`config.mk`:
```
export PLATFORM = sky130hd
export DESIGN_NAME = utf8_to_code_point_decoder
export DESIGN_NICKNAME = d
export VERILOG_FILES = /design/src/utf8d_pkg.sv /design/src/utf8d_ctrl.sv /design/src/utf8d_dp.sv /design/src/utf8_to_code_point_decoder.sv
export VERILOG_INCLUDE_DIRS = /design/src /design/src/src
export SDC_FILE = /design/constraint.sdc
export NUM_CORES = 1
export LEC_CHECK = 0
export BUFFER_PORTS_ARGS = -buffer_cell sky130_fd_sc_hd__buf_2
export CORE_MARGIN = 5
export CORE_UTILIZATION = 57
export CTS_BUF_LIST = sky130_fd_sc_hd__clkbuf_4
export CTS_CLUSTER_DIAMETER = 100
export DETAILED_ROUTE_END_ITERATION = 10
export PLACE_DENSITY = 0.79
export SETUP_SLACK_MARGIN = 0.1
export SYNTH_ARGS = -nofsm -noshare
export SYNTH_HDL_FRONTEND = slang
export SYNTH_SLANG_ARGS = --single-unit
```
`constraint.sdc`:
```
create_clock -name clock -period 4.6 [get_ports clock]
set_input_delay 0.92 -clock clock [delete_from_list [all_inputs] [get_ports clock]]
set_output_delay 0.92 -clock clock [all_outputs]
set_load 0.02 [all_outputs]
```
`src/assert_macros.svh`:
```
// Assertion macros shared by the UTF-8 decoder modules.
// Each macro checks a property on the rising edge of clock, ignored while reset is high.
`ifndef ASSERT_MACROS_SVH
`define ASSERT_MACROS_SVH

// The property must hold at every clock edge outside reset.
`define ASSERT_ALWAYS(label, prop, msg) \
   label: assert property (@(posedge clock) disable iff (reset) (prop)) else $error(msg);

// When the trigger holds, the consequence must hold in the next cycle.
`define ASSERT_NEXT(label, trig, cons, msg) \
   label: assert property (@(posedge clock) disable iff (reset) (trig) |=> (cons)) \
      else $error(msg);

`endif

```
`src/utf8d_pkg.sv`:
```
// Package for the UTF-8 decoder: buffer, command and status types and the front decode function.
// Used by utf8d_ctrl, utf8d_dp and the top level; depends on nothing.
package utf8d_pkg;

   localparam logic [20:0] REPLACEMENT   = 21'h00FFFD;
   localparam logic [20:0] MIN_TWO       = 21'h000080;
   localparam logic [20:0] MIN_THREE     = 21'h000800;
   localparam logic [20:0] MIN_FOUR      = 21'h010000;
   localparam logic [20:0] SURROGATE_LO  = 21'h00D800;
   localparam logic [20:0] SURROGATE_HI  = 21'h00DFFF;
   localparam logic [20:0] MAX_CODEPOINT = 21'h10FFFF;

   // Four byte slots, oldest byte in slot zero.
   typedef logic [3:0][7:0] buf_type;

   // Outcome of examining the front of the buffer.
   typedef struct packed {
      logic        hold;   // nothing to resolve yet (empty or waiting for bytes)
      logic [2:0]  drop;   // bytes consumed by this result
      logic [20:0] cp;
      logic        err;
   } dec_type;

   // Commands from the controller to the datapath.
   typedef struct packed {
      logic load;   // append the accepted byte
      logic step;   // emit the front result and consume its bytes
   } cmd_type;

   // Status from the datapath to the controller.
   typedef struct packed {
      logic hold;       // front cannot be resolved now
      logic out_free;   // output register can take a result
      logic is_final;   // the front result is the last one for this byte
   } sts_type;

   function automatic logic is_cont(logic [7:0] b);
      return b[7:6] == 2'b10;
   endfunction

   // Resolves one sequence at the front of the buffer.
   function automatic dec_type decode_front(buf_type bytes, logic [2:0] count, logic last);
      dec_type     d;
      logic [7:0]  b0;
      logic [2:0]  len;
      logic        bad;
      logic [20:0] v;
      logic [20:0] minv;
      logic        ok;
      b0     = bytes[0];
      d.hold = 1'b0;
      d.drop = 3'd1;
      d.cp   = REPLACEMENT;
      d.err  = 1'b1;
      priority if (!b0[7]) begin
         len = 3'd1;
      end else if (b0[7:5] == 3'b110) begin
         len = 3'd2;
      end else if (b0[7:4] == 4'b1110) begin
         len = 3'd3;
      end else if (b0[7:3] == 5'b11110) begin
         len = 3'd4;
      end else begin
         len = 3'd0;
      end
      // Any present byte that should continue the sequence but does not.
      bad = 1'b0;
      if (count > 3'd1 && len > 3'd1 && !is_cont(bytes[1])) bad = 1'b1;
      if (count > 3'd2 && len > 3'd2 && !is_cont(bytes[2])) bad = 1'b1;
      if (count > 3'd3 && len > 3'd3 && !is_cont(bytes[3])) bad = 1'b1;
      // Assembled value and its minimum for the sequence length.
      unique case (len)
         3'd2: begin
            v    = {10'b0, b0[4:0], bytes[1][5:0]};
            minv = MIN_TWO;
         end
         3'd3: begin
            v    = {5'b0, b0[3:0], bytes[1][5:0], bytes[2][5:0]};
            minv = MIN_THREE;
         end
         default: begin
            v    = {b0[2:0], bytes[1][5:0], bytes[2][5:0], bytes[3][5:0]};
            minv = MIN_FOUR;
         end
      endcase
      ok = (v >= minv) && !(v >= SURROGATE_LO && v <= SURROGATE_HI) && (v <= MAX_CODEPOINT);
      if (count == 3'd0) begin
         d.hold = 1'b1;
      end else if (len == 3'd1) begin
         d.cp  = {13'b0, b0};
         d.err = 1'b0;
      end else if (len != 3'd0) begin
         if (!bad && count < len) begin
            // Incomplete: wait unless the string ends, else the lead alone is dropped.
            if (!last) d.hold = 1'b1;
         end else if (!bad) begin
            d.drop = len;
            if (ok) begin
               d.cp  = v;
               d.err = 1'b0;
            end
         end
      end
      return d;
   endfunction

endpackage

```
`src/utf8d_ctrl.sv`:
```
// Controller of the UTF-8 decoder: takes a byte, then steps the datapath once per result.
// Depends on utf8d_pkg.
module utf8d_ctrl (
   input  logic              clock,
   input  logic              reset,
   input  logic              req_valid,
   output logic              req_ready,
   input  utf8d_pkg::sts_type sts,
   output utf8d_pkg::cmd_type cmd
);

   localparam logic ST_IDLE   = 1'b0;
   localparam logic ST_DECODE = 1'b1;

   logic state_ff;
   logic state_in;

   // Next state and commands.
   always_comb begin
      state_in  = state_ff;
      cmd       = '0;
      req_ready = 1'b0;
      unique case (state_ff)
         ST_IDLE: begin
            req_ready = 1'b1;
            if (req_valid) begin
               cmd.load = 1'b1;
               state_in = ST_DECODE;
            end
         end
         ST_DECODE: begin
            if (sts.hold) begin
               state_in = ST_IDLE;
            end else if (sts.out_free) begin
               cmd.step = 1'b1;
               if (sts.is_final) state_in = ST_IDLE;
            end
         end
         default: state_in = ST_IDLE;
      endcase
   end

   // State register.
   always_ff @(posedge clock) begin
      if (reset) begin
         state_ff <= ST_IDLE;
      end else begin
         state_ff <= state_in;
      end
   end

endmodule

```
`src/utf8d_dp.sv`:
```
// Datapath of the UTF-8 decoder: byte buffer, front decode, look-ahead and output register.
// Depends on utf8d_pkg and assert_macros.svh.
`include "assert_macros.svh"

module utf8d_dp (
   input  logic               clock,
   input  logic               reset,
   input  utf8d_pkg::cmd_type  cmd,
   output utf8d_pkg::sts_type  sts,
   input  logic [7:0]         req_data_byte,
   input  logic               req_last_byte,
   output logic               rsp_valid,
   input  logic               rsp_ready,
   output logic [20:0]        rsp_code_point,
   output logic               rsp_was_error,
   output logic               rsp_last_of_input,
   output logic               rsp_end_of_text
);

   utf8d_pkg::buf_type buf_ff, buf_in, shifted;
   logic [2:0]         cnt_ff, cnt_in, cnt_rest;
   logic               last_ff, last_in;
   utf8d_pkg::dec_type front, ahead;
   logic [2:0]         idx [4];

   logic               valid_ff, valid_in;
   logic [20:0]        cp_ff, cp_in;
   logic               err_ff, err_in;
   logic               loi_ff, loi_in;
   logic               eot_ff, eot_in;

   // Decode the front, then look at what remains after it to know whether it is final.
   always_comb begin
      front    = utf8d_pkg::decode_front(buf_ff, cnt_ff, last_ff);
      cnt_rest = cnt_ff - front.drop;
      for (int i = 0; i < 4; i++) begin
         idx[i] = 3'(i) + front.drop;
         shifted[i] = (idx[i] < 3'd4) ? buf_ff[idx[i][1:0]] : 8'h00;
      end
      ahead = utf8d_pkg::decode_front(shifted, cnt_rest, last_ff);
   end

   always_comb begin
      sts.hold     = front.hold;
      sts.out_free = !valid_ff || rsp_ready;
      sts.is_final = ahead.hold;
   end

   // Buffer update: append on load, consume on step.
   always_comb begin
      buf_in  = buf_ff;
      cnt_in  = cnt_ff;
      last_in = last_ff;
      if (cmd.load) begin
         buf_in[cnt_ff[1:0]] = req_data_byte;
         cnt_in              = cnt_ff + 3'd1;
         last_in             = req_last_byte;
      end else if (cmd.step) begin
         buf_in = shifted;
         cnt_in = cnt_rest;
      end
   end

   // Output register: loaded on step, cleared once the transaction is taken.
   always_comb begin
      valid_in = valid_ff;
      cp_in    = cp_ff;
      err_in   = err_ff;
      loi_in   = loi_ff;
      eot_in   = eot_ff;
      if (cmd.step) begin
         valid_in = 1'b1;
         cp_in    = front.cp;
         err_in   = front.err;
         loi_in   = ahead.hold;
         eot_in   = ahead.hold && last_ff;
      end else if (rsp_ready) begin
         valid_in = 1'b0;
      end
   end

   always_ff @(posedge clock) begin
      if (reset) begin
         cnt_ff   <= 3'd0;
         last_ff  <= 1'b0;
         valid_ff <= 1'b0;
      end else begin
         cnt_ff   <= cnt_in;
         last_ff  <= last_in;
         valid_ff <= valid_in;
      end
   end

   always_ff @(posedge clock) begin
      buf_ff <= buf_in;
      cp_ff  <= cp_in;
      err_ff <= err_in;
      loi_ff <= loi_in;
      eot_ff <= eot_in;
   end

   assign rsp_valid         = valid_ff;
   assign rsp_code_point    = cp_ff;
   assign rsp_was_error     = err_ff;
   assign rsp_last_of_input = loi_ff;
   assign rsp_end_of_text   = eot_ff;

   // A new result never overwrites one that has not been taken.
   `ASSERT_ALWAYS(a_no_overwrite, !(cmd.step && valid_ff && !rsp_ready), "result overwritten")
   // A byte is only appended while the buffer has room.
   `ASSERT_ALWAYS(a_load_room, !cmd.load || cnt_ff <= 3'd3, "buffer overflow")
   // The final result of a string leaves the buffer empty.
   `ASSERT_NEXT(a_flush_empty, cmd.step && ahead.hold && last_ff, cnt_ff == 3'd0,
      "bytes left after end of string")

endmodule

```
`src/utf8_to_code_point_decoder.sv`:
```
// UTF-8 to code point decoder, top level; joins utf8d_ctrl and utf8d_dp, uses utf8d_pkg.
// Bytes arrive one per transaction on the req_ channel, each marked when it ends the string,
// and code points leave on the rsp_ channel, U+FFFD with was_error set for malformed input.
// Up to three bytes of an incomplete sequence are held between transactions. A byte is
// accepted, then the controller steps the datapath once per result it causes, or idles
// when it causes none. The front decode resolves one sequence per cycle while the output
// register can take a result, and a look-ahead decode marks the last. The output register
// lets the next byte be accepted while the last result still waits to be taken.
module utf8_to_code_point_decoder (
   input  logic        clock,
   input  logic        reset,
   input  logic        req_valid,
   output logic        req_ready,
   input  logic [7:0]  req_data_byte,
   input  logic        req_last_byte,
   output logic        rsp_valid,
   input  logic        rsp_ready,
   output logic [20:0] rsp_code_point,
   output logic        rsp_was_error,
   output logic        rsp_last_of_input,
   output logic        rsp_end_of_text
);

   utf8d_pkg::cmd_type cmd;
   utf8d_pkg::sts_type sts;

   utf8d_ctrl u_ctrl (
      .clock     (clock),
      .reset     (reset),
      .req_valid (req_valid),
      .req_ready (req_ready),
      .sts       (sts),
      .cmd       (cmd)
   );

   utf8d_dp u_dp (
      .clock             (clock),
      .reset             (reset),
      .cmd               (cmd),
      .sts               (sts),
      .req_data_byte     (req_data_byte),
      .req_last_byte     (req_last_byte),
      .rsp_valid         (rsp_valid),
      .rsp_ready         (rsp_ready),
      .rsp_code_point    (rsp_code_point),
      .rsp_was_error     (rsp_was_error),
      .rsp_last_of_input (rsp_last_of_input),
      .rsp_end_of_text   (rsp_end_of_text)
   );

endmodule
```
-- After elaboration in Yosys (flattened, before gate mapping)
Index checks and enable logic that the tools add are counted.
- register bits: 62
- bits of input ports: 13
- output and inout bits: 26
- $add $sub $neg: 5
- order comparisons: 32
- equal/unequal tests: 18
- multiplexer cells: 66
- bitwise operators: 3
- reductions and logical operators: 41
- operators with widths (operator ; number):
    25-bit two-way mux ; 5
    21-bit case mux with 2 select lines ; 2
    8-bit two-way mux ; 9
    17-bit case mux with 2 select lines ; 2
    22-bit two-way mux ; 3
    8-bit binary-select mux with 2-bit select ; 4
    32-bit two-way mux ; 2
    26-bit two-way mux ; 2
    21-bit by 16-bit greater-or-equal comparator with 1-bit output (second input constant) ; 2
    21-bit by 17-bit greater-or-equal comparator with 1-bit output ; 2
    21-bit by 16-bit <= comparator with 1-bit output (second input constant) ; 2
    21-bit <= comparator (second input constant) ; 2
    32-bit bitwise mux ; 1
    3-bit two-way mux ; 10
    3-bit by 2-bit greater-than comparator with 1-bit output (second input constant) ; 8
    1-bit logical AND ; 22
    1-bit two-way mux ; 22
    8-bit demux with 2-bit select ; 1
    2-bit by 3-bit less-than comparator with 1-bit output (second input constant) ; 5
    2-bit == test (second input constant) ; 6
    3-bit by 2-bit == test with 1-bit output (second input constant) ; 4
    3-bit by 1-bit greater-than comparator with 1-bit output (second input constant) ; 4
    3-bit less-than comparator (second input constant) ; 4
    1-bit zero test ; 11
    other kinds (18) ; 30

-- Logic depth before layout (Yosys ltp)
Gate-level depths: netlist of the first run.
- depth after elaboration: 43
- mapped depth: 25
- gate-level depth less buffers: 22

-- Hierarchy
From an unflattened synthesis of the first run, not the netlist that was laid out.
- cell total of the unflattened synthesis: 520
- area, all modules: 4601.9 sq um
- modules (own cells, without submodules) (module ; instances ; cells each ; area an instance (sq um) ; seq. area each (sq um)):
    utf8d_dp ; 1 ; 512 ; 4544.4 ; 1781.7
    utf8d_ctrl ; 1 ; 8 ; 57.6 ; 20.0

-- Worst setup path before layout of the first run
Ideal clock, no wire load.
- path type: reg2reg
- start point: register u_dp.buf_ff[7] in the netlist's numbering
- end point: register u_ctrl.state_ff
- library setup time: 120 ps
- data arrival time: 4497 ps
- required time: 4480 ps
- path slack: -17 ps
- stages on the path, launching flop included: 25
- path buffers: 3
- cells stage by stage: edfxtp_1 and2_1 buf_2 nand2_1 ha_1 nand3_1 nand2_1 o21ai_2 a211o_1 buf_4 buf_2 ha_1 inv_1 fa_1 xnor2_1 o21a_1 nor2_1 inv_1 ha_1 nor2_1 o21ai_1 a221oi_2 a31oi_1 a21o_1 o31a_1
- cells in the longest elaborated chain, start to end: 41
- RTL lines (element ; RTL line ; source):
    start: declaration ; utf8d_dp.sv:20 ; utf8d_pkg::buf_type buf_ff, buf_in, shifted;
    start signal: assignment ; utf8d_dp.sv:95 ; buf_ff <= buf_in;
    5-bit == test ; utf8d_pkg.sv:61 ; end else if (b0[7:3] == 5'b11110) begin
    3-bit two-way mux ; utf8d_pkg.sv:61 ;
    3-bit two-way mux ; utf8d_pkg.sv:59 ; end else if (b0[7:4] == 4'b1110) begin
    3-bit two-way mux ; utf8d_pkg.sv:57 ; end else if (b0[7:5] == 3'b110) begin
    3-bit two-way mux ; utf8d_pkg.sv:55 ; priority if (!b0[7]) begin
    3-bit by 1-bit greater-than comparator with 1-bit output ; utf8d_pkg.sv:68 ; if (count > 3'd1 && len > 3'd1 && !is_cont(bytes[1])) bad = 1'b1;
    1-bit logical AND (2 in series) ; utf8d_pkg.sv:68 ;
    1-bit two-way mux ; utf8d_pkg.sv:68 ;
    [24 not listed] ; - ;
    1-bit two-way mux ; utf8d_pkg.sv:93 ; if (!bad && count < len) begin
    26-bit two-way mux ; utf8d_pkg.sv:92 ; end else if (len != 3'd0) begin
    4-bit two-way mux ; utf8d_pkg.sv:89 ; end else if (len == 3'd1) begin
    1-bit two-way mux ; utf8d_pkg.sv:87 ; if (count == 3'd0) begin
    1-bit two-way mux ; utf8d_ctrl.sv:36 ; if (sts.is_final) state_in = ST_IDLE;
    1-bit two-way mux ; utf8d_ctrl.sv:34 ; end else if (sts.out_free) begin
    1-bit two-way mux (*) ; utf8d_ctrl.sv:32 ; if (sts.hold) begin
    1-bit case mux with 2 select lines (*) ; utf8d_ctrl.sv:23 ; unique case (state_ff)
    end signal: assignment ; utf8d_ctrl.sv:48 ; state_ff <= state_in;
    end: declaration ; utf8d_ctrl.sv:15 ; logic state_ff;
Every way passes the cells marked *; elsewhere a longest branch is shown, timed or not. The select of a mux whose other input is x is not followed.
A chain may end at the register's enable or synchronous reset.

==> results of run 1 <==
state kept, by name (all words and copies together) (netlist names):
name / flops
u_dp.rsp_valid: 1
u_ctrl.state_ff: 1
u_dp.rsp_was_error: 1
u_dp.buf_ff: 32
u_dp.last_ff: 1
u_dp.rsp_last_of_input: 1
u_dp.rsp_end_of_text: 1
u_dp.rsp_code_point: 21
u_dp.cnt_ff: 3
cells by family after synthesis:
logic type      count (synthesis)
compound gates                157
mux                            21
flops                          62
fa+ha+maj                      15
buf+inv                        55
xor+xnor                        3
simple gates                  192
critical path: cells and delay by family, from the launching register on:
kind            cells  cell delay [ns]
simple gates        7             0.95
fa+ha+maj           4             0.96
buf+inv             4             0.41
flops               1             0.38
xor+xnor            1             0.12
compound gates      7             1.40
power groups by stage:
stage	Sequential [W]	Combinational (W)	Clock [W]
global route	0.000837	0.00123	0.000340
detailed placement	0.000839	0.00106	0
global placement	0.000835	0.00104	0
floorplan	0.000817	0.000816	0
finish	0.000834	0.00114	0.000307
CTS	0.000826	0.00107	0.000313
routing by layer:
layer | GRT usage | vias up
met4 | 0.129 | 0
met5 | 0 | -
met1 | 0.379 | 2092
li1 | - | 1993
met3 | 0.0423 | 50
met2 | 0.441 | 304
final cells by class:
type / instances / area share
multi-input cells: 388 / 0.531
repair buffers: 63 / 0.0716
flip-flops and latches: 62 / 0.341
clock buffers: 9 / 0.0128
clock inverters: 5 / 0.00545
inverters: 18 / 0.0128
well taps: 105 / 0.0249
through the flow:
stage	setup WS, ns	cells	util	power [W]	hold slack (ns)
floorplan	0.143	505	-	0.00163	0.453
global placement	0.307	630	0.618	0.00187	0.497
detailed placement	0.156	630	0.618	0.00190	0.513
CTS	0.130	644	0.630	0.00221	0.531
global route	0.112	650	0.639	0.00241	0.567
finish	0.281	650	0.639	0.00228	0.529
worst paths after layout:
check / startpoint / end / slack [ns] / cells after the start
max: u_dp.buf_ff[4] / u_dp.rsp_end_of_text / 0.28 / 23
min: u_dp.last_ff / u_dp.last_ff / 0.53 / 2
max reg2reg: u_dp.buf_ff[4] / u_dp.rsp_end_of_text / 0.28 / 23
min reg2reg: u_dp.last_ff / u_dp.last_ff / 0.53 / 2
repair_timing:
item / 4_1_cts / 5_1_grt
hold buffers: 0 / 0
buffers inserted: 0 / 6
endpoints found under the setup margin: 0 / 3
resized for setup: 0 / 8
cell usage in the layout (no fill, tap or decap), types with 6 or more instances in the layout:
cell type and count:
nand2b_1 11, a21oi_1 36, buf_2 38, nor2b_1 9
nor3_1 10, nand3_1 23, dfxtp_1 6, mux4_2 9
edfxtp_1 56, a22o_1 10, and2_1 14, a32o_1 9
a22oi_1 7, buf_4 25, o21ai_0 30, mux2i_1 11
nand2_1 58, clkbuf_4 9, nand3b_1 6, a31oi_1 8
ha_1 14, nor2_1 25, inv_1 14, or2_2 6
==> summary.txt, run 1 <==
Status
  – Status: completed

Power and ir drop
  – Sequential share of power: 0.366
  – Peak supply drop: between 150 and 200 µV
  – Sw power: 0.00101 W
  – Clock power frac: 0.135
  – Comb pwr share: 0.499
  – Switch share: 0.441
  – Internal: roughly 0.0013 W
  – Pwr/cell area: 432 nW/µm²
  – Static Leak: approximately 2.0 nW

STA
  – Relative slew slack: 0.440
  – Slew @ Worst Pin: approximately 0.83 ns
  – Final Hold Vio Count: 0
  – Final min period: 4.32 ns
  – Fmax: 232 MHz
  – RSZ-0062 raised after global routing: no
  – Setup Skew: 0.0181 ns
  – Fin Setup TNS: 0 ns
  – Period utilisation layout: 0.939
  – Fin. max-slew vios: 0
  – Setup violators final: 0

Synth
  – Top cells by count, synth: nand2_1 (61), edfxtp_1 (56), a21oi_1 (37), o21ai_0 (30), nor2_1 (26)
  – Xor and xnor area share after synthesis: 0.00543
  – Ys async rst share: 0
  – Post-Synth Adder-Cell Area: 0.0403
  – Sequential share of the synthesized area: 0.372
  – Top cells by area, synth: edfxtp_1 (35%), nand2_1 (4.7%), mux4_2 (4.2%), a21oi_1 (3.8%), ha_1 (3.6%)
  – Post-Syn Area: 4840 µm²
  – Largest family of logic cells by synthesized area: compound AO/OA/AOI/OAI gates
  – Post-synthesis cell count: 505
  – Simple-gate share of the synthesized area: 0.214
  – Post-synthesis compound-gate area fraction: 0.244
  – Synth cell types: 84
  – Most numerous cell in the Yosys netlist: nand2_1
  – Seq cells post-synth: 62
  – Most common flop cell mapped by yosys: edfxtp_1
  – Warnings, synthesis: 0
  – Post-synth top area share: 0.348
  – Mux contribution to synthesized area: 0.0670
  – Post-synth EDFFs: 56
  – Syn avg cell area: between 9 and 10 µm²
  – Synth area leader: edfxtp_1
  – Synthesized Nets: 533

Clock network
  – Maximum clock path buffer count: 2
  – Clk sinks: 62
  – Htree depth: 3
  – Num CTS Buffers: 9
  – Clk_lat worst skew: 0.41 ns
  – CTS tree: done
  – Clock root buffer: clkbuf_4
  – Clock-pin slew on the worst setup and hold paths: 0.11 ns

Critical path
  – Startpoint Class: flop
  – Critical path required time: 4.89 ns
  – Slowest cell on the critical path: edfxtp_1
  – Crit path largest cell delay: 0.38 ns
  – Critical path cell sequence: nand2_2, nor3_4, inv_2, ha_1, nand3_2, a21oi_4, buf_4, o21ai_4, a211o_1, ha_1, inv_1, fa_2, xnor2_2, nor3_1, nor2_2, inv_1, ha_1, nor2_1, o21ai_1, a221oi_2, a221oi_2, a211oi_2, and2_1
  – CP dominant cell by count: ha_1
  – CP endpoint kind: flop
  – Crit Path Class: flop to flop
  – CP max FO: 5
  – Arr. time, crit path: ~4.6 ns

Placement
  – HPWL after DPL: 10,400 µm
  – Cell Area, Placed: 5100 µm²
  – RePlAce Congestion: 1.03
  – I/O Buffers: 38

Finish
  – Area occupied by multi-input gates: approximately 2800 µm²
  – Reg area: between 1500 and 2000 µm²
  – Fin area: roughly 5300 µm²
  – Area grow syn2layout: 9.10%
  – Antenna diodes: 0
  – Fill cell count: between 700 and 800
  – Ratio of cells with drive above 1 in the final layout: 0.240
  – Total Nets Final: 570

Routing
  – DRT Pass-1 Iters: 5
  – Post-Route WL: 14,200 µm
  – Post-detailed-route wirelength per cell: 21.8 µm
  – Detailed Route Iter0 Violations: roughly 550
  – Met1 WL: 5460 µm
  – Routed Antenna Nets: 0
  – Vias: 4,439
  – Metal3 WL: 1550 µm
  – DRC Markers: 0
  – DR WL met2: 6640 µm
  – Uppermost routed layer: met4
  – Vias per inst: 6.83

GRT
  – Largest net degree at the start of global routing: 38
  – Number of global-route vias before repair: 4,122
  – Congestion Overflow GR: 0
  – Initial antenna violation count: 0
  – All-layer global routing usage: 0.279
  – First-pass GRT wire length: 22,000 µm

Floorplanning
  – Row count: 33
  – Die H: 102 µm
  – Die W: ~100 µm
  – CORE AREA: 8260 µm²
  – Total die area: 10,400 µm²
  – Ports: 39
  – Initial Util: 0.586

Worst hold path
  – Worst Hold Class: flop to flop

Run
  – MaxCap Viol Count: 0
Power figures use the tool's default switching activity.
==> inputs of run 2 (changes only) <==
CORE_UTILIZATION = 50   (was 57)
PLACE_DENSITY = 0.71   (was 0.79)
==> summary.txt, run 2 (same netlist as run 1, synthesis figures left out) <==
Finish
  – Area grow syn2layout: 10.3%
  – Fill cell count: 859 (+22%)
  – Most flops, register: u_dp.buf_ff
  – Most frequent cells in the layout: nand2_1 (58), edfxtp_1 (56), buf_2 (38)
  – Ratio of cells with drive above 1 in the final layout: 0.245 (+0.00461)
  – Largest register FFs: 32 (unchanged)
  – Commonest non-fill, non-tap cell in the layout: nand2_1
  – Antenna diodes: 0 (unchanged)
  – Total Nets Final: 570 (unchanged)

Power and ir drop
  – Comb pwr share: 0.492 (-0.007)
  – Pwr/cell area: 434 nW/µm² (+0.55%)
  – Static Leak: 1.97 nW (+0.30%)
  – Sw power: 0.00103 W (+2.8%)
  – Clock power frac: 0.150 (+0.015)
  – Internal: 0.00128 W (+0.81%)
  – Total power: 0.00232 W (+1.7%)
  – Switch share: 0.446 (+0.00488)
  – Peak supply drop: 198 µV (+2.2%)
  – Sequential share of power: 0.358 (-0.008)

Floorplanning
  – Die H: 108 µm (+6.1%)
  – Die W: 108 µm (+6.1%)
  – Total die area: 11,700 µm² (+13%)
  – Initial Util: 0.504 (-0.0816)
  – Row count: 36 (+9.1%)
  – Ports: 39 (unchanged)
  – CORE AREA: 9590 µm² (+16%)

STA
  – Fin Setup TNS: 0 ns (unchanged)
  – Period utilisation layout: 0.933 (-0.00575)
  – RSZ-0062 raised after global routing: no
  – Final Hold Vio Count: 0 (unchanged)
  – Fmax: 233 MHz (+0.62%)
  – Setup violators final: 0 (unchanged)
  – Relative slew slack: 0.428 (-0.0127)
  – Slew @ Worst Pin: 0.851 ns (+0.0188 ns)
  – Final min period: 4.29 ns (-0.0265 ns)
  – Fin. max-slew vios: 0 (unchanged)
  – Setup Skew: 0.0164 ns (-0.00173 ns)

Critical path
  – CP endpoint kind: flop
  – Critical path required time: 4.94 ns (+0.05 ns)
  – Crit path from: u_dp.cnt_ff[0]
  – Worst R2R Setup Slack: 0.31 ns (+0.03 ns)
  – CP max FO: 7 (+2)
  – Critical Path End: u_ctrl.state_ff
  – Worst R2R Path Depth: 20 (-13%)
  – Arr. time, crit path: 4.63 ns (+0.03 ns)
  – Reg-to-reg critical path startpoint: u_dp.cnt_ff[0]
  – Crit Path Class: flop to flop
  – Reg-to-Reg End: u_ctrl.state_ff
  – Startpoint Class: flop

GRT
  – Congestion Overflow GR: 0 (unchanged)
  – Initial antenna violation count: 0 (unchanged)
  – Largest net degree at the start of global routing: 38 (unchanged)
  – All-layer global routing usage: 0.252 (-0.0271)
  – Number of global-route vias before repair: 4,131 (+0.22%)
  – First-pass GRT wire length: 22,500 µm (+2.2%)

Routing
  – Routed Antenna Nets: 0 (unchanged)
  – Vias per inst: 6.53 (-4.3%)
  – Post-Route WL: 14,400 µm (+1.8%)
  – DRC Markers: 0 (unchanged)
  – Detailed Route Iter0 Violations: 581 (+5.3%)
  – Post-detailed-route wirelength per cell: 21.2 µm (-2.7%)
  – Vias: 4,442 (+0.068%)
  – DRT Pass-1 Iters: 7 (+2)

Clock network
  – # hold bufs at CTS: 0 (unchanged)
  – Clk sinks: 62 (unchanged)
  – CTS tree: done
  – Clk_lat worst skew: 0.44 ns (+0.03 ns)
  – Htree depth: 3 (unchanged)
  – Clock root buffer: clkbuf_4
  – Maximum clock path buffer count: 2 (unchanged)
  – Num CTS Buffers: 9 (unchanged)
  – Clock-pin slew on the worst setup and hold paths: 0.12 ns (about the same)

Placement
  – I/O Buffers: 38 (unchanged)
  – HPWL after DPL: 10,400 µm (+0.13%)
  – RePlAce Congestion: 0.957 (-7.1%)

Run
  – MaxCap Viol Count: 0 (unchanged)

Worst hold path
  – Worst Hold Class: flop to flop

Status
  – Status: completed
[run 2: cell count changes in the layout (fill, tap and decap cells not counted), sizes merged]
cell	delta
clkbuf	+1
clkinvlp	+1
[run 2: area by class of cell]
class | count | area (µm²) | area share
Multi-Input combinational cell | 388 | 2810 | 0.526
Inverter | 18 | 67.6 | 0.0127
Tap cell | 133 | 166 | 0.0312
Sequential cell | 62 | 1800 | 0.338
Clock buffer | 10 | 75.1 | 0.0141
Timing Repair Buffer | 63 | 378 | 0.0708
Clock inverter | 6 | 38.8 | 0.00727
[run 2: power groups by stage]
stage	registers (W)	logic, W	clock network, W
detailed placement	0.000832	0.00108	0
floorplan	0.000817	0.000816	0
global placement	0.000828	0.00106	0
global route	0.000836	0.00123	0.000380
finish	0.000829	0.00114	0.000348
CTS	0.000819	0.00108	0.000349
[run 2: critical path, cell delays in order (launching register included)]
cell	delay, ns
dfxtp_1	0.43
inv_1	0.18
ha_1	0.22
nor2b_1	0.06
o21ai_1	0.31
o221ai_4	0.16
buf_4	0.20
nor3_2	0.19
o21ai_1	0.14
fa_1	0.47
xnor2_2	0.16
o21a_1	0.13
nor2_1	0.17
inv_1	0.10
ha_1	0.20
nor2_1	0.08
o21ai_1	0.11
a221oi_2	0.33
a31oi_1	0.10
a21o_1	0.19
o31a_1	0.26
[run 2: worst min path at each step]
| stage | from | endpoint | slack (ns) | depth (start not counted) |
|---|---|---|---|---|
| 5_1_grt | u_dp.last_ff | u_dp.last_ff | 0.56 | 2 |
| 2_1_floorplan | u_dp.last_ff | u_dp.last_ff | 0.45 | 2 |
| 3_3_place_gp | u_dp.rsp_valid | u_dp.rsp_valid | 0.50 | 2 |
| 3_5_place_dp | u_dp.last_ff | u_dp.last_ff | 0.52 | 2 |
| 4_1_cts | u_dp.last_ff | u_dp.last_ff | 0.54 | 2 |
| 6_report | u_dp.last_ff | u_dp.last_ff | 0.55 | 2 |
[run 2: repair_timing]
| action | CTS | global route |
|---|---|---|
| resized for setup | 0 | 8 |
| setup buffers | 0 | 5 |
| endpoints found under the setup margin | 0 | 3 |
[run 2: layer usage]
| layer | track usage | routed length, µm |
|---|---|---|
| met1 | 0.351 | 6060 |
| met2 | 0.380 | 6410 |
| met3 | 0.0388 | 1420 |
| met4 | 0.130 | 555 |
| met5 | 0 | 0 |
[run 2: stage by stage]
stage                     area (µm²)  std cells  hold slack (ns)   util  setup WS, ns
after CTS                       5260        675            0.538  0.549         0.242
after detailed placement        5150        659            0.522  0.537         0.263
after floorplan                 4850        505            0.453      -         0.143
after global placement          5150        659            0.500  0.537         0.407
after global routing            5340        680            0.563  0.556        0.0856
final                           5340        680            0.552  0.556         0.307
